### config.mk
export PLATFORM = sky130hd
export DESIGN_NAME = stream_compare_first_difference_core
export DESIGN_NICKNAME = d
export VERILOG_FILES = /design/src/scfd_pkg.sv /design/src/scfd_lane.sv /design/src/scfd_merge.sv /design/src/stream_compare_first_difference_core.sv
export VERILOG_INCLUDE_DIRS = /design/src /design/src/src
export SDC_FILE = /design/constraint.sdc
export NUM_CORES = 1
export LEC_CHECK = 0
export BUFFER_PORTS_ARGS = -buffer_cell sky130_fd_sc_hd__buf_2
export CORE_MARGIN = 2
export CORE_UTILIZATION = 52
export DETAILED_ROUTE_END_ITERATION = 8
export PLACE_DENSITY = 0.77
export SYNTH_ARGS = -nofsm -noshare
export SYNTH_HDL_FRONTEND = slang
export SYNTH_SLANG_ARGS = --single-unit
### constraint.sdc
create_clock -name i_clk -period 8.8 [get_ports i_clk]
set_input_delay 0.88 -clock i_clk [delete_from_list [all_inputs] [get_ports i_clk]]
set_output_delay 0.88 -clock i_clk [all_outputs]
set_load 0.05 [all_outputs]
### src/stream_compare_first_difference_core_macros.svh
// Assertion macros shared by the stream compare RTL.
// Each macro wraps one concurrent assertion clocked on the rising edge and
// held off while the synchronous active-low reset is asserted.
`ifndef STREAM_COMPARE_FIRST_DIFFERENCE_CORE_MACROS_SVH
`define STREAM_COMPARE_FIRST_DIFFERENCE_CORE_MACROS_SVH

// Same-cycle implication.
`define SCFD_ASSERT_IMP(lbl, clk, rst_n, ante, cons, msg) \
    lbl: assert property (@(posedge clk) disable iff (!rst_n) (ante) |-> (cons)) \
        else $error(msg);

// Next-cycle implication.
`define SCFD_ASSERT_NXT(lbl, clk, rst_n, ante, cons, msg) \
    lbl: assert property (@(posedge clk) disable iff (!rst_n) (ante) |=> (cons)) \
        else $error(msg);

`endif

### src/scfd_pkg.sv
// Package for the stream compare block: widths, status codes and lane types.
// No dependencies; used by every module of the block.
package scfd_pkg;

    localparam int LANES_DEF = 8;
    localparam int BYTE_W    = 8;
    localparam int WORD_W    = 64;
    localparam int WORD_BYTES = WORD_W / BYTE_W;
    localparam int CNT_W     = 48;
    localparam int OFS_W     = 47;
    localparam int NB_W      = 4;
    localparam int ST_W      = 2;

    localparam logic [BYTE_W-1:0] NEWLINE = 8'h0A;

    localparam logic [ST_W-1:0] ST_RUN  = 2'd0;
    localparam logic [ST_W-1:0] ST_SAME = 2'd1;
    localparam logic [ST_W-1:0] ST_DIFF = 2'd2;

    // What one lane found for its byte pair.
    typedef struct packed {
        logic hit;   // inside both streams and equal
        logic miss;  // inside both streams and different
        logic nl;    // stream A byte is a newline
    } t_lane_flag;

    // One result beat before the position is added up.
    typedef struct packed {
        logic [ST_W-1:0]  status;
        logic [CNT_W-1:0] count;
        logic [CNT_W-1:0] line;
        logic             finished;
    } t_result;

endpackage

### src/scfd_lane.sv
// One compare lane: tests one byte pair of the input beat.
// Depends on scfd_pkg.
module scfd_lane #(
    parameter int LANE_IDX = 0
) (
    input  logic [scfd_pkg::WORD_W-1:0] i_word_a,
    input  logic [scfd_pkg::WORD_W-1:0] i_word_b,
    input  logic [scfd_pkg::NB_W-1:0]   i_bytes_a,
    input  logic [scfd_pkg::NB_W-1:0]   i_bytes_b,
    output scfd_pkg::t_lane_flag        o_flag
);
    import scfd_pkg::*;

    localparam int IW = NB_W + 1;

    logic [BYTE_W-1:0] w_byte_a;
    logic [BYTE_W-1:0] w_byte_b;
    logic              w_in_both;

    // Lanes beyond the width of the word see zero bytes.
    generate
        if (LANE_IDX < WORD_BYTES) begin : g_real
            assign w_byte_a = i_word_a[LANE_IDX*BYTE_W +: BYTE_W];
            assign w_byte_b = i_word_b[LANE_IDX*BYTE_W +: BYTE_W];
        end else begin : g_pad
            assign w_byte_a = '0;
            assign w_byte_b = '0;
        end
    endgenerate

    // The lane takes part only while both streams still hold a byte here.
    assign w_in_both = ({1'b0, i_bytes_a} > IW'(LANE_IDX)) &&
                       ({1'b0, i_bytes_b} > IW'(LANE_IDX));

    assign o_flag.hit  = w_in_both && (w_byte_a == w_byte_b);
    assign o_flag.miss = w_in_both && (w_byte_a != w_byte_b);
    assign o_flag.nl   = (w_byte_a == NEWLINE);

endmodule

### src/scfd_merge.sv
// Merge stage: combines the lane flags, updates the running counters and
// holds the first result register. Depends on scfd_pkg and the macro header.
`include "stream_compare_first_difference_core_macros.svh"

module scfd_merge #(
    parameter int LANES = scfd_pkg::LANES_DEF
) (
    input  logic                               i_clk,
    input  logic                               i_rst_n,
    input  logic                               i_in_valid,
    input  logic                               i_first_word,
    input  logic [scfd_pkg::NB_W-1:0]          i_bytes_a,
    input  logic [scfd_pkg::NB_W-1:0]          i_bytes_b,
    input  scfd_pkg::t_lane_flag [LANES-1:0]   i_lanes,
    input  logic                               i_down_ready,
    output logic                               o_up_ready,
    output logic                               o_valid,
    output scfd_pkg::t_result                  o_result
);
    import scfd_pkg::*;

    localparam int CW = $clog2(LANES + 1);
    localparam int XW = NB_W + 1;

    logic [LANES-1:0] w_hit;
    logic [LANES-1:0] w_miss;
    logic [LANES-1:0] w_nl;
    logic [LANES-1:0] w_prefix;
    logic [CW-1:0]    w_run_len;
    logic [CW-1:0]    w_run_nl;
    logic [CW-1:0]    w_na;
    logic [CW-1:0]    w_nb;
    logic             w_accept;

    logic [CNT_W-1:0] r_byte_count, n_byte_count;
    logic [CNT_W-1:0] r_line_count, n_line_count;
    logic             r_done, n_done;
    logic [ST_W-1:0]  r_final_status, n_final_status;
    logic             r_valid;
    t_result          r_result, n_result;

    // Unpack the lane flags and form the run of leading matches.
    genvar g;
    generate
        for (g = 0; g < LANES; g++) begin : g_flag
            assign w_hit[g]    = i_lanes[g].hit;
            assign w_miss[g]   = i_lanes[g].miss;
            assign w_nl[g]     = i_lanes[g].nl;
            assign w_prefix[g] = &w_hit[g:0];
        end
    endgenerate

    assign w_run_len = CW'($countones(w_prefix));
    assign w_run_nl  = CW'($countones(w_prefix & w_nl));

    // Byte counts saturate at the lane count.
    assign w_na = ({1'b0, i_bytes_a} > XW'(LANES)) ? CW'(LANES) : CW'(i_bytes_a);
    assign w_nb = ({1'b0, i_bytes_b} > XW'(LANES)) ? CW'(LANES) : CW'(i_bytes_b);

    // Handshake for the first result register.
    assign o_up_ready = !r_valid || i_down_ready;
    assign w_accept   = i_in_valid && o_up_ready;

    // Next counter state and result for the beat on the input.
    always_comb begin
        logic [CNT_W-1:0] base_count;
        logic [CNT_W-1:0] base_line;
        logic             base_done;
        logic [ST_W-1:0]  base_status;
        base_count  = i_first_word ? '0 : r_byte_count;
        base_line   = i_first_word ? CNT_W'(1) : r_line_count;
        base_done   = i_first_word ? 1'b0 : r_done;
        base_status = i_first_word ? ST_RUN : r_final_status;

        n_byte_count   = base_count;
        n_line_count   = base_line;
        n_done         = base_done;
        n_final_status = base_status;

        if (!base_done) begin
            n_byte_count = base_count + CNT_W'(w_run_len);
            n_line_count = base_line + CNT_W'(w_run_nl);
            if ((|w_miss) || (w_na != w_nb)) begin
                n_done         = 1'b1;
                n_final_status = ST_DIFF;
            end else if (w_na < CW'(LANES)) begin
                n_done         = 1'b1;
                n_final_status = ST_SAME;
            end
        end

        n_result.status   = n_final_status;
        n_result.count    = n_byte_count;
        n_result.line     = n_line_count;
        n_result.finished = n_done;
    end

    // Control state and counters.
    always_ff @(posedge i_clk) begin
        if (!i_rst_n) begin
            r_valid        <= 1'b0;
            r_byte_count   <= '0;
            r_line_count   <= CNT_W'(1);
            r_done         <= 1'b0;
            r_final_status <= ST_RUN;
        end else begin
            if (o_up_ready) begin
                r_valid <= i_in_valid;
            end
            if (w_accept) begin
                r_byte_count   <= n_byte_count;
                r_line_count   <= n_line_count;
                r_done         <= n_done;
                r_final_status <= n_final_status;
            end
        end
    end

    // Result payload.
    always_ff @(posedge i_clk) begin
        if (w_accept) begin
            r_result <= n_result;
        end
    end

    assign o_valid  = r_valid;
    assign o_result = r_result;

    `SCFD_ASSERT_IMP(a_done_final, i_clk, i_rst_n, r_done,
        (r_final_status == ST_DIFF) || (r_final_status == ST_SAME),
        "done flag set without a final status")
    `SCFD_ASSERT_IMP(a_fin_status, i_clk, i_rst_n, r_valid,
        r_result.finished == (r_result.status != ST_RUN),
        "finished flag disagrees with status")
    `SCFD_ASSERT_NXT(a_repeat_final, i_clk, i_rst_n, w_accept && !i_first_word && r_done,
        r_result.status == $past(r_final_status),
        "final status not repeated after completion")

endmodule

### src/stream_compare_first_difference_core.sv
// Top level of the stream compare block: offset register, compare lanes,
// merge stage and output register. Depends on scfd_pkg, scfd_lane, scfd_merge.
//
//  channel   direction  handshake                  payload
//  input     in         i_in_valid / o_in_stall    first word, two words, two counts
//  result    out        o_out_valid / i_out_stall  status, position, line, finished
//  config    in         i_cfg_wr_en                start offset (47 bits)
//
// One input beat is taken every cycle unless the input stalls; its result passes
// the merge and output registers; the rate is set by the merge counter update.
// Reset clears the byte count, the done flag, the offset and both valid flags, and sets the line count to one.
// A stalled result holds; the input stalls only when both result registers are full.
`include "stream_compare_first_difference_core_macros.svh"

module stream_compare_first_difference_core #(
    parameter int LANES = scfd_pkg::LANES_DEF
) (
    input  logic                         i_clk,
    input  logic                         i_rst_n,
    input  logic                         i_cfg_wr_en,
    input  logic [scfd_pkg::OFS_W-1:0]   i_cfg_wr_data,
    input  logic                         i_in_valid,
    output logic                         o_in_stall,
    input  logic                         i_first_word,
    input  logic [scfd_pkg::WORD_W-1:0]  i_word_a,
    input  logic [scfd_pkg::WORD_W-1:0]  i_word_b,
    input  logic [scfd_pkg::NB_W-1:0]    i_bytes_a,
    input  logic [scfd_pkg::NB_W-1:0]    i_bytes_b,
    output logic                         o_out_valid,
    input  logic                         i_out_stall,
    output logic [scfd_pkg::ST_W-1:0]    o_status,
    output logic [scfd_pkg::CNT_W-1:0]   o_byte_position,
    output logic [scfd_pkg::CNT_W-1:0]   o_line_count,
    output logic                         o_finished
);
    import scfd_pkg::*;

    t_lane_flag [LANES-1:0] w_lanes;
    t_result                w_s1_result;
    logic                   w_s1_valid;
    logic                   w_s1_ready;
    logic                   w_out_ready;

    logic [OFS_W-1:0] r_start_offset;
    logic             r_out_valid;
    logic [ST_W-1:0]  r_status;
    logic [CNT_W-1:0] r_position;
    logic [CNT_W-1:0] r_line;
    logic             r_finished;

    // Start offset register.
    always_ff @(posedge i_clk) begin
        if (!i_rst_n) begin
            r_start_offset <= '0;
        end else if (i_cfg_wr_en) begin
            r_start_offset <= i_cfg_wr_data;
        end
    end

    // Compare lanes, one per byte pair.
    genvar g;
    generate
        for (g = 0; g < LANES; g++) begin : g_lane
            scfd_lane #(
                .LANE_IDX (g)
            ) u_lane (
                .i_word_a  (i_word_a),
                .i_word_b  (i_word_b),
                .i_bytes_a (i_bytes_a),
                .i_bytes_b (i_bytes_b),
                .o_flag    (w_lanes[g])
            );
        end
    endgenerate

    // Merge of the lane flags and counter update.
    scfd_merge #(
        .LANES (LANES)
    ) u_merge (
        .i_clk        (i_clk),
        .i_rst_n      (i_rst_n),
        .i_in_valid   (i_in_valid),
        .i_first_word (i_first_word),
        .i_bytes_a    (i_bytes_a),
        .i_bytes_b    (i_bytes_b),
        .i_lanes      (w_lanes),
        .i_down_ready (w_out_ready),
        .o_up_ready   (w_s1_ready),
        .o_valid      (w_s1_valid),
        .o_result     (w_s1_result)
    );

    assign o_in_stall  = !w_s1_ready;
    assign w_out_ready = !r_out_valid || !i_out_stall;

    // Output register valid flag.
    always_ff @(posedge i_clk) begin
        if (!i_rst_n) begin
            r_out_valid <= 1'b0;
        end else if (w_out_ready) begin
            r_out_valid <= w_s1_valid;
        end
    end

    // Output payload; the position is the offset plus one plus the byte count.
    always_ff @(posedge i_clk) begin
        if (w_out_ready && w_s1_valid) begin
            r_status   <= w_s1_result.status;
            r_position <= CNT_W'({1'b0, r_start_offset}) + w_s1_result.count + CNT_W'(1);
            r_line     <= w_s1_result.line;
            r_finished <= w_s1_result.finished;
        end
    end

    assign o_out_valid     = r_out_valid;
    assign o_status        = r_status;
    assign o_byte_position = r_position;
    assign o_line_count    = r_line;
    assign o_finished      = r_finished;

    `SCFD_ASSERT_NXT(a_out_hold, i_clk, i_rst_n, o_out_valid && i_out_stall,
        o_out_valid, "result beat dropped while stalled")
    `SCFD_ASSERT_IMP(a_run_open, i_clk, i_rst_n, o_out_valid && !o_finished,
        o_status == ST_RUN, "open result carries a final status")
    `SCFD_ASSERT_IMP(a_stall_full, i_clk, i_rst_n, o_in_stall,
        o_out_valid && i_out_stall && w_s1_valid,
        "input stalled while a result register is free")

endmodule
# Yosys cells after proc, flatten, opt, wreduce, memory -nomap -nowiden
# Index checks and enable logic that the tools add are counted.
[totals]
register_bits = 346
in_bits = 189
output_inout_bits = 101
[op_classes]
add_sub_neg = 18
order_cmp = 19
eq_ne = 25
n_mux = 14
n_bitwise = 1
reduce_logical = 41
[ops]
columns = ["op", "n"]
rows = [
  ["$mux W48", 4],
  ["$add A48 B4 Y48", 2],
  ["$eq A8 B4 Y1 const B", 8],
  ["$eq A8 B8 Y1", 8],
  ["$ne A8 B8 Y1", 8],
  ["$add A47 B48 Y48", 1],
  ["$add A48 B1 Y48 const B", 1],
  ["$gt A4 B3 Y1 const B", 8],
  ["$logic_and A1 B1 Y1", 26],
  ["$add A4 B4 Y4", 6],
  ["$add A1 B1 Y2", 8],
  ["$gt A4 B1 Y1 const B", 4],
  ["$gt A4 B2 Y1 const B", 4],
  ["$and A8 B8 Y8", 1],
  ["$gt A4 B4 Y1 const B", 2],
  ["$mux W2", 4],
  ["$mux W4", 2],
  ["$reduce_and A8 Y1", 1],
  ["$reduce_or A8 Y1", 1],
  ["$reduce_and A7 Y1", 1],
  ["$reduce_and A6 Y1", 1],
  ["$reduce_and A5 Y1", 1],
  ["$logic_not A1 Y1", 4],
  ["$lt A4 B4 Y1 const B", 1],
  ["6 further kinds", 11],
]

# Longest topological paths before layout
# Gate-level depths: netlist of run 1.
[logic_depth]
ltp_word = 10
depth_mapped = 25
mapped_depth_nobuf = 24

# Modules after synthesis
# From an unflattened synthesis of run 1, not the netlist that was laid out.
[unflattened]
hier_cells = 1962
hier_area_um2 = 19447.4
[modules_own_cells]
columns = ["mod", "n_inst", "cells_each", "area_each_um2"]
rows = [
  ["scfd_merge", 1, 1199, 11015.6],
  ["stream_compare_first_difference_core", 1, 625, 7342.0],
  ["scfd_lane (g_lane[2].u_lane ...)", 2, 18, 141.4],
  ["scfd_lane (g_lane[0].u_lane)", 1, 17, 147.6],
  ["scfd_lane (g_lane[6].u_lane)", 1, 18, 138.9],
  ["scfd_lane (g_lane[5].u_lane)", 1, 18, 136.4],
  ["scfd_lane (g_lane[1].u_lane)", 1, 17, 133.9],
  ["scfd_lane (g_lane[3].u_lane)", 1, 16, 126.4],
  ["scfd_lane (g_lane[7].u_lane)", 1, 16, 123.9],
]

# Worst setup path before layout of run 1
# Ideal clock, no wire load.
[synth_path]
path_kind = "input to register"
start = "in i_out_stall"
end = "reg r_position[0], in the netlist o_byte_position[0], enable pin"
setup_time_ns = 0.707
t_arrival_ns = 8.056
required_time_ns = 8.093
setup_slack_ns = 0.038
stages = 1
path_cell_list = "a21boi_0"
[synth_via]
elab_chain_cells = 3
[synth_rtl]
columns = ["element", "line", "rtl"]
rows = [
  ["from (decl)", "stream_compare_first_difference_core.sv:30", "input logic i_out_stall,"],
  ["$logic_not A1 Y1", "stream_compare_first_difference_core.sv:94", "assign w_out_ready = !r_out_valid || !i_out_stall;"],
  ["$logic_or A1 B1 Y1", "stream_compare_first_difference_core.sv:94", ""],
  ["$logic_and A1 B1 Y1", "stream_compare_first_difference_core.sv:107", "if (w_out_ready && w_s1_valid) begin"],
  ["to (signal assigned)", "stream_compare_first_difference_core.sv:109", "r_position <= CNT_W'({1'b0, r_start_offset}) + w_s1_result.count + CNT_W'(1);"],
  ["to (decl)", "stream_compare_first_difference_core.sv:47", "logic [CNT_W-1:0] r_position;"],
]
# No other way between the ends.
# A chain may end at the register's enable or synchronous reset.

# Worst setup path after layout of run 1
[layout_path]
start = "in i_bytes_a[3] (netlist name)"
end = "reg u_merge.r_line_count[46]"
[layout_via]
elab_chain_cells = 10
[layout_rtl]
columns = ["element", "line", "rtl"]
rows = [
  ["from (decl)", "stream_compare_first_difference_core.sv:27", "input logic [scfd_pkg::NB_W-1:0] i_bytes_a,"],
  ["$gt A4 B1 Y1, or another cell as far along", "scfd_lane.sv:32", "assign w_in_both = ({1'b0, i_bytes_a} > IW'(LANE_IDX)) &&"],
  ["$logic_and A1 B1 Y1", "scfd_lane.sv:32", ""],
  ["$logic_and A1 B1 Y1", "scfd_lane.sv:35", "assign o_flag.hit = w_in_both && (w_byte_a == w_byte_b);"],
  ["$reduce_and A8 Y1, or another cell as far along", "scfd_merge.sv:49", "assign w_prefix[g] = &w_hit[g:0];"],
  ["$and A8 B8 Y8 (*)", "scfd_merge.sv:54", "assign w_run_nl = CW'($countones(w_prefix & w_nl));"],
  ["$add A1 B1 Y2 (implied by the code)", "scfd_merge.sv:54", ""],
  ["$add A4 B4 Y4 (implied by the code)", "scfd_merge.sv:54", ""],
  ["$add A4 B4 Y4 (implied by the code) (*)", "scfd_merge.sv:54", ""],
  ["$add A48 B4 Y48 (*)", "scfd_merge.sv:82", "n_line_count = base_line + CNT_W'(w_run_nl);"],
  ["$mux W48 (*)", "scfd_merge.sv:80", "if (!base_done) begin"],
  ["to (signal assigned)", "scfd_merge.sv:112", "r_line_count <= n_line_count;"],
  ["to (decl)", "scfd_merge.sv:36", "logic [CNT_W-1:0] r_line_count, n_line_count;"],
]
# Every way passes the cells marked *; elsewhere a longest branch is shown, timed or not.

==> impl_metrics.tcl, run 1 <==
set metrics [dict create \
    outcome "finished clean" \
    grt_pass1_vias 15418 \
    synth_area_sq_mm 0.0190 \
    hold_path.class "reg -> reg" \
    dieArea_sq_mm 0.0380 \
    cts_tree "done" \
    grt_pass1_wl_um 77600 \
    clockBufferDepth 3 \
    fmax_mhz 146 \
    setup_tns_ns 0 \
    ys_warn_count 0 \
    timing.slew.headroom_pct 30.9 \
    cts_setup_buffers 0 \
    setup_viol 0 \
    port_buffers 289 \
    fill_cells 2978 \
    period_share_pct 77.7 \
    synthArstFlopShare_pct 0 \
    ios 290 \
    cts-root-buf "clkbuf_16" \
    finalClockSkew_ns 0.0224 \
    final_common_cell "buf_2" \
    hold_viol 0 \
    dpl.hpwl_um 34400 \
    first_pass_iters 7 \
    cts-htree-levels 2 \
    layout_min_cycle_time_ns 6.84 \
    peakVddDrop_mv 0.152 \
    rsz0062_at_grt "no" \
    grt_max_degree 88 \
    layout_common_cells "288 x buf_2, 234 x nor2_1, 198 x edfxtp_1" \
    crit_required_ns 9.25 \
    die_x_um 195 \
    synth.area.top_cells "edfxtp_1 31%, dfxtp_1 16%, xnor2_1 6.9%" \
    clkTransAtPathRegs_ns 0.06 \
    wl_per_cell_um 17.8 \
    cap_violations 0 \
    path_max_fanout 12 \
    synth-edff-count 198 \
    cts_buffers 38 \
    grt_overflow_total 0 \
    utilization_pct 61.5 \
    via_per_inst 5.78 \
    instances_no_fill 2709 \
    ys_ff_latch 346 \
    grtUsageTotal_pct 25.2 \
    cts.sinks 346 \
    gp_congestion 0.931 \
    p_leak_uw 0.00886 \
    syn2layout_area_growth_pct 15.8 \
    p_per_area_mw_per_mm2 176 \
    cts_hold_buf 0 \
    drcViolationCount 0 \
    crit_type "in -> reg" \
    synth_top_cell_area_share_pct 31.3 \
    finalMaxSlewViolations 0 \
    worstMarginPinSlew_ns 1.04 \
    antenna_found_initial 4 \
    drt_iter0_drc 1075 \
    num-nets-final 2481 \
    ys.flop_type "edfxtp_1" \
    drive_gt1_share_pct 16.9 \
    synth_cells 1962 \
    ys_types 83 \
    dp.cells 2636 \
    yosysTopAreaCell "edfxtp_1" \
    num_rows 69 \
    drtAntennaViolNets 0 \
    initial_core_util_pct 53.1 \
    syn_nets 2228 \
    die_h_um 195 \
    seq_area_frac_synth_pct 46.9 \
    clk_latency_ns 0.55 \
    syn_area_per_cell_sq_um 9.67 \
    arrival_ns 7.28 \
    floorplan.core_area_sq_mm 0.0357 \
    setup.worst_path.end_class "flop" \
    cts-resized-gates 0 \
    vias 15663 \
    wl_um 48100 \
    cp-start-kind "primary input" \
]
==> cell families (layout without fill, tap and decap cells) <==
kind of cell / after synthesis / in the layout / synth area share (%)
XOR/XNOR: 198 / 198 / 9.14
adder cells (fa/ha/maj): 77 / 77 / 5.51
flip-flops: 346 / 346 / 46.9
multiplexers: 54 / 54 / 2.85
AO/OA/AOI/OAI: 407 / 407 / 13.2
other: 0 / 3 / 0
AND/OR/NAND/NOR: 742 / 742 / 19.4
buffers and inverters: 138 / 421 / 2.87
==> critical path: stages <==
cell and delay (ns):
buf_2 0.20, nor2_1 0.14, a22o_1 0.22, nor3_1 0.31, and4_1 0.32, and4_1 0.25
and3_1 0.21, nor2b_1 0.18, and3_1 0.17, ha_1 0.14, inv_1 0.05, fa_1 0.52
inv_1 0.05, fa_1 0.47, ha_1 0.22, fa_1 0.44, ha_1 0.34, nor2b_1 0.14
o21ai_0 0.10, a21oi_1 0.61, nand4b_4 0.30, nor2_1 0.36, and4_1 0.29, o21ai_0 0.09
a31o_1 0.26
==> worst paths after layout <==
check                                  end  slack, ns  cells after the start                  from
hold / removal             o_line_count[3]       0.42                      0   u_merge.o_result[4]
hold reg to reg            o_line_count[3]       0.42                      0   u_merge.o_result[4]
setup reg to reg       o_byte_position[36]       5.32                     12  u_merge.o_result[49]
setup / recovery  u_merge.r_line_count[46]       1.96                     25          i_bytes_a[3]
==> stage by stage <==
| stage | worst slack, ns | area (sq um) | hold slack, ns | power (uW) |
|---|---|---|---|---|
| 6_report | 1.96 | 22000 | 0.417 | 3870 |
| 5_1_grt | 1.54 | 22000 | 0.425 | 4020 |
| 4_1_cts | 2.01 | 22000 | 0.416 | 3910 |
| 3_5_place_dp | 1.43 | 20800 | 0.405 | 2360 |
| 3_3_place_gp | 1.65 | 20800 | 0.402 | 2350 |
| 2_1_floorplan | 0.0378 | 19000 | 0.400 | 2210 |
==> sequential cells by signal (all words and copies together), names as in the netlist, 2 cells and up <==
signal and cells:
u_merge.r_line_count 48, u_merge.r_byte_count 48, o_byte_position 48, u_merge.r_final_status 2
o_status 2, r_start_offset 47, u_merge.o_result 99, o_line_count 48
==> area by class of cell <==
type	count	area, sq um	share of cell area [%]
diodes	3	7.51	0.0342
clock inverters	12	124	0.564
multi-input cells	1478	9540	43.4
clock buffers	58	1080	4.90
well taps	461	577	2.62
inverters	48	188	0.854
flip-flops and latches	346	8910	40.5
repair buffers	303	1550	7.07
==> routing by layer <==
layer | global-route usage (%) | part of all wire, % | vias up
met1 | 30.3 | 41 | 7450
met5 | 0 | 0 | -
li1 | - | - | 7606
met4 | 11.8 | 4.1 | 0
met3 | 4.16 | 5.5 | 98
met2 | 44.2 | 49 | 509
==> report_power, final <==
part	switching (uW)	internal (uW)	leakage, uW
clock network	632	905	0.000584
registers	31.1	1790	0.00313
logic	344	170	0.00515
total	1010	2860	0.00886
==> synthesized netlist by cell type (5+ instances only) <==
cell,number
a211oi_1,7
a21o_1,32
a21oi_1,114
a22oi_1,38
a31oi_1,19
and2_1,19
and3_1,49
and4_1,11
and4b_1,5
buf_1,13
buf_2,5
clkbuf_1,67
dfxtp_1,148
edfxtp_1,198
fa_1,11
ha_1,66
inv_1,46
mux2i_1,54
nand2_1,189
nand2b_1,7
nand3_1,46
nand4_1,38
nor2_1,234
nor2b_1,36
nor3_1,35
nor3b_1,6
nor4_1,18
nor4bb_1,8
o21a_1,7
o21ai_0,120
o21bai_1,9
o221ai_1,6
o32ai_1,6
or3_1,13
or4_1,5
xnor2_1,150
xor2_1,48
Note: power is estimated with default switching activity, not from simulation.
==> run 2: changes to the inputs <==
--- a/config.mk
+++ b/config.mk
@@ -6,11 +6,12 @@
 export SDC_FILE = /design/constraint.sdc
 export NUM_CORES = 1
 export LEC_CHECK = 0
+export ABC_AREA = 1
 export BUFFER_PORTS_ARGS = -buffer_cell sky130_fd_sc_hd__buf_2
 export CORE_MARGIN = 2
-export CORE_UTILIZATION = 52
+export CORE_UTILIZATION = 53
 export DETAILED_ROUTE_END_ITERATION = 8
-export PLACE_DENSITY = 0.77
+export PLACE_DENSITY = 0.78
 export SYNTH_ARGS = -nofsm -noshare
 export SYNTH_HDL_FRONTEND = slang
 export SYNTH_SLANG_ARGS = --single-unit
==> constraint.sdc (replaced) <==
create_clock -name i_clk -period 6.1 [get_ports i_clk]
set_input_delay 0.61 -clock i_clk [delete_from_list [all_inputs] [get_ports i_clk]]
set_output_delay 0.61 -clock i_clk [all_outputs]
set_load 0.05 [all_outputs]
==> impl_metrics.tcl, run 2 <==
set metrics [dict create \
    crit_required_ns 6.38 \
    finalClockSkew_ns 0.0188 \
    hold_path.class "in -> reg" \
    floorplan.core_area_sq_mm 0.0368 \
    setup.worst_path.end_class "flop" \
    cts-htree-levels 2 \
    clockBufferDepth 3 \
    layout_min_cycle_time_ns 5.61 \
    worstMarginPinSlew_ns 1.04 \
    hold_viol 0 \
    initial_core_util_pct 54.1 \
    vias 17557 \
    p_per_area_mw_per_mm2 256 \
    peakVddDrop_mv 0.226 \
    cts_setup_buffers 0 \
    yosysMostFrequentCell "nand2_1" \
    grt_pass1_wl_um 86000 \
    cts_hold_buf 0 \
    syn2layout_area_growth_pct 15.4 \
    num_rows 70 \
    crit_type "in -> reg" \
    num-nets-final 3050 \
    synth_cells 2506 \
    antenna_found_initial 0 \
    synthSimpleGateAreaFrac_pct 24.8 \
    slowest_stage "fa_1" \
    dpl_cell_area_sq_mm 0.0217 \
    insertedDiodeCount 0 \
    port_buffers 289 \
    synthAdderAreaFrac_pct 5.26 \
    synth-edff-count 198 \
    utilization_pct 62.4 \
    cts_buffers 38 \
    timing.slew.headroom_pct 30.8 \
    ys_ff_latch 346 \
    clk_latency_ns 0.56 \
    grt_max_degree 104 \
    first_pass_iters 5 \
    synth_commonest_cells "439 x nand2_1, 398 x nor2_1, 343 x inv_1" \
    setup_tns_ns 0 \
    path_max_fanout 6 \
    drcViolationCount 0 \
    drtAntennaViolNets 0 \
    synth-xor-area-share_pct 6.74 \
    cp_common_cell "nand2_1" \
    p_leak_uw 0.0102 \
    muxShareOfSynthArea_pct 0 \
    yosysTopAreaCell "edfxtp_1" \
    seq_area_frac_synth_pct 44.8 \
    rr_worst_depth 8 \
    cap_violations 0 \
    fmax_mhz 178 \
    design_area_sq_mm 0.0230 \
    arrival_ns 5.89 \
    grt_pass1_vias 16995 \
    cts-resized-gates 0 \
    wl_um 54100 \
    cts.sinks 346 \
    synthArstFlopShare_pct 0 \
    cts-root-buf "clkbuf_16" \
    setup_viol 0 \
    dieArea_sq_mm 0.0391 \
    rsz0062_at_grt "no" \
    syn_nets 2772 \
    die_h_um 198 \
    ys_types 48 \
    finalMaxSlewViolations 0 \
    finalPower_uw 5870 \
    outcome "finished clean" \
    largest_register_ffs 99 \
    drt_iter0_drc 1238 \
    grtUsageTotal_pct 27.8 \
    synth_area_sq_mm 0.0199 \
    clkTransAtPathRegs_ns 0.06 \
    die_x_um 198 \
    ys_warn_count 0 \
    min_path_cells 3 \
    period_share_pct 92.0 \
    hold_slack_ns 0.284 \
    synth.area.top_cells "edfxtp_1 30%, dfxtp_1 15%, nand2_1 8.3%" \
    dpl.hpwl_um 40900 \
    via_per_inst 5.35 \
    synth_compound_area_share_pct 10.3 \
    final_common_cell "nand2_1" \
    cts_tree "done" \
    wl_per_cell_um 16.5 \
    drive_gt1_share_pct 15.7 \
    ys.flop_type "edfxtp_1" \
    ios 290 \
    synth_top_family_by_area "simple AND/OR/NAND/NOR gates" \
    gp_congestion 0.929 \
    layout_common_cells "438 x nand2_1, 398 x nor2_1, 343 x inv_1" \
    reg2reg_slack_ns 3.11 \
    syn_area_per_cell_sq_um 7.94 \
    grt_overflow_total 0 \
    synth_top_cell_area_share_pct 29.9 \
    cp-start-kind "primary input" \
    max_stage_delay_ns 0.53 \
]
## run 2: cell count changes in the layout (fill, tap and decap cells not counted), moves of 43 or more
cell	previous run	this run
a21oi_1	114	157
and3_1	49	3
inv_1	45	343
mux2i_1	54	0
nand2_1	188	438
nand3_1	46	104
nor2_1	234	398
o21ai_0	120	166
xnor2_1	150	66
## run 2: final timing paths
path,from,endpoint
worst max-delay path,i_word_b[15],u_merge.o_result[84]
worst min-delay path,i_cfg_wr_data[34],r_start_offset[34]
worst max register to register,u_merge.o_result[51],o_byte_position[43]
worst min register to register,u_merge.o_result[40],o_line_count[39]
## run 2: where the power goes
| group | switching [uW] | internal (uW) |
|---|---|---|
| combinational | 631 | 274 |
| clock | 937 | 1310 |
| sequential | 77.0 | 2640 |
| total | 1640 | 4230 |
## run 2: logic make-up after synthesis
| family | after synthesis |
|---|---|
| and+or+nand+nor | 1122 |
| buffers and inverters | 418 |
| AOI/OAI and AO/OA | 390 |
| DFF | 346 |
| xor gates and xnor gates | 153 |
| adders and majority gates | 77 |
## run 2: layout make-up
cell class,count,area (sq um)
Clock buffer,52,1020
Clock inverter,18,194
Fill cell,3144,13800
Inverter,354,1340
Multi-Input combinational cell,1742,9370
Sequential cell,346,8910
Tap cell,468,586
Timing Repair Buffer,302,1540
## run 2: layer usage
layer	global-route usage, %	part of all wire [%]	up-vias	wire length, um
li1	-	-	8733	-
met1	35.6	43	8115	23300
met2	48.1	48	593	26000
met3	4.00	5.6	116	3020
met4	9.86	3.3	0	1770
met5	0	0	-	0
## run 2: metrics by stage
stage,cells,worst slack [ns]
after global routing,3282,0.0899
after floorplan,2506,0.101
after detailed placement,3212,-0.00314
after global placement,3212,0.231
final,3282,0.490
after CTS,3282,0.571
## run 2: worst max-delay path, delay by kind of cell
kind	cells	cell delay, ns
and+or+nand+nor	15	2.20
AOI/OAI and AO/OA	2	0.44
buffers and inverters	4	0.29
adders and majority gates	6	2.18
xor gates and xnor gates	1	0.15
==> run 3: changes to the inputs <==
--- a/config.mk
+++ b/config.mk
@@ -9,9 +9,9 @@
 export ABC_AREA = 1
 export BUFFER_PORTS_ARGS = -buffer_cell sky130_fd_sc_hd__buf_2
 export CORE_MARGIN = 2
-export CORE_UTILIZATION = 53
+export CORE_UTILIZATION = 50
 export DETAILED_ROUTE_END_ITERATION = 8
-export PLACE_DENSITY = 0.78
+export PLACE_DENSITY = 0.74
 export SYNTH_ARGS = -nofsm -noshare
 export SYNTH_HDL_FRONTEND = slang
 export SYNTH_SLANG_ARGS = --single-unit
==> impl_metrics.tcl, run 3 (synthesized netlist as in run 2, its figures left out) <==
set metrics [dict create \
    slowest_stage "fa_1" \
    num_rows 73 \
    utilization_pct 58.7 \
    finalMaxSlewViolations 0 \
    timing.slew.headroom_pct 27.6 \
    cts-htree-levels 2 \
    clk_latency_ns 0.59 \
    crit_type "in -> reg" \
    wl_met2_um 26500 \
    worst_slack_ns 0.548 \
    crit_family "adder cells" \
    met3_length_um 2590 \
    grtUsageTotal_pct 26.3 \
    layout_min_cycle_time_ns 5.55 \
    m1WireLength_um 23600 \
    cts_tree "done" \
    grt_max_degree 135 \
    die_h_um 203 \
    drive_gt1_share_pct 16.0 \
    initial_core_util_pct 50.4 \
    crit_buf_inv 4 \
    cts.sinks 346 \
    p_leak_uw 0.0103 \
    num-nets-final 3048 \
    period_share_pct 91.0 \
    cap_violations 0 \
    power_frac_seq_pct 44.9 \
    cts_hold_buf 0 \
    arrival_ns 5.87 \
    drtAntennaViolNets 0 \
    hold_slack_ns 0.256 \
    cts_setup_buffers 0 \
    rsz0062_at_grt "no" \
    setup_viol 0 \
    p_comb_share_pct 14.9 \
    die_x_um 203 \
    path_max_fanout 6 \
    wl_per_cell_um 16.3 \
    switching_share_pct 28.4 \
    hold_path.class "in -> reg" \
    cts-resized-gates 0 \
    setup.worst_path.end_class "flop" \
    clkTransAtPathRegs_ns 0.06 \
    grt_pass1_wl_um 86300 \
    drcViolationCount 0 \
    worstMarginPinSlew_ns 1.09 \
    cp_common_cell "nand2_1" \
    p_sw_uw 1720 \
    largest_register_ffs 99 \
    first_pass_iters 7 \
    pwr-share-clk_pct 40.2 \
    grt_overflow_total 0 \
    grt_pass1_vias 17079 \
    p_int_uw 4330 \
    final_common_cell "nand2_1" \
    finalPower_uw 6050 \
    clockBufferDepth 3 \
    port_buffers 289 \
    hold_viol 0 \
    cp-start-kind "primary input" \
    layout_common_cells "438 x nand2_1, 398 x nor2_1, 343 x inv_1" \
    antenna_found_initial 2 \
    cts-root-buf "clkbuf_16" \
    place_ws_ns -0.0367 \
    fmax_mhz 180 \
    finalClockSkew_ns 0.0425 \
    drt_iter0_drc 1251 \
    syn2layout_area_growth_pct 16.4 \
    crit_required_ns 6.41 \
    floorplan.core_area_sq_mm 0.0395 \
    cts_buffers 37 \
    dieArea_sq_mm 0.0414 \
    topRoutingLayerUsed "met4" \
    gp_congestion 0.927 \
    vias 17359 \
    max_stage_delay_ns 0.53 \
    peakVddDrop_mv 0.259 \
    ios 290 \
    dpl.hpwl_um 41100 \
    outcome "finished clean" \
    wl_um 54500 \
    p_per_area_mw_per_mm2 261 \
    via_per_inst 5.20 \
]
==> run 3: changes by cell type in the layout (fill, tap and decap cells not counted) <==
cell,before,now
clkinv_4,2,3
bufinv_16,3,6
clkbuf_16,38,37
clkinv_8,1,0
clkinvlp_4,3,1
diode_2,0,2
clkinv_16,0,3
buf_4,13,12
clkbuf_1,12,1
clkinv_2,4,10
==> run 3: layout make-up <==
class | instances | area (sq um)
antenna | 2 | 5.00
clock buffer | 40 | 957
clock inverter | 28 | 382
fill | 3598 | 16300
inverter | 354 | 1340
multi-input combinational | 1742 | 9370
sequential | 346 | 8910
tap | 525 | 657
timing repair buffer | 301 | 1540
==> run 3: final timing paths <==
path | depth (start not counted) | start | slack [ns] | endpoint
worst max-delay path | 28 | i_word_b[13] | 0.55 | u_merge.o_result[84]
worst min-delay path | 3 | i_cfg_wr_data[1] | 0.26 | r_start_offset[1]
worst max register to register | 8 | u_merge.o_result[51] | 3.17 | o_byte_position[43]
worst min register to register | 0 | u_merge.o_result[5] | 0.40 | o_line_count[4]
==> run 3: layer usage <==
metal / GRT usage, % / vias to the layer above
li1: - / 8732
met1: 33.2 / 8023
met2: 45.7 / 493
met3: 3.96 / 111
met4: 9.65 / 0
met5: 0 / -
==> run 3: through the flow <==
step | area, sq um | instances | TNS (ns)
detailed placement | 21800 | 3268 | -0.0437
global route | 23100 | 3338 | 0
floorplan | 19900 | 2506 | 0
finish | 23100 | 3338 | 0
global placement | 21800 | 3268 | 0
CTS | 23100 | 3336 | 0
==> run 3: power by group through the flow <==
stage               clock [uW]  sequential, uW  combinational, uW
floorplan                    0            2890                485
global placement             0            2760                883
detailed placement           0            2760                899
CTS                       2480            2710                903
global route              2570            2730                996
finish                    2430            2710                902
==> run 3: worst register-to-register path, cell delays in order (launching register included) <==
cell      delay, ns
edfxtp_1       0.42
ha_1           0.39
nand2_1        0.14
o21ai_1        0.43
a21oi_1        0.23
o21ai_0        0.60
nand3_1        0.15
nand3_1        0.21
xor2_1         0.22
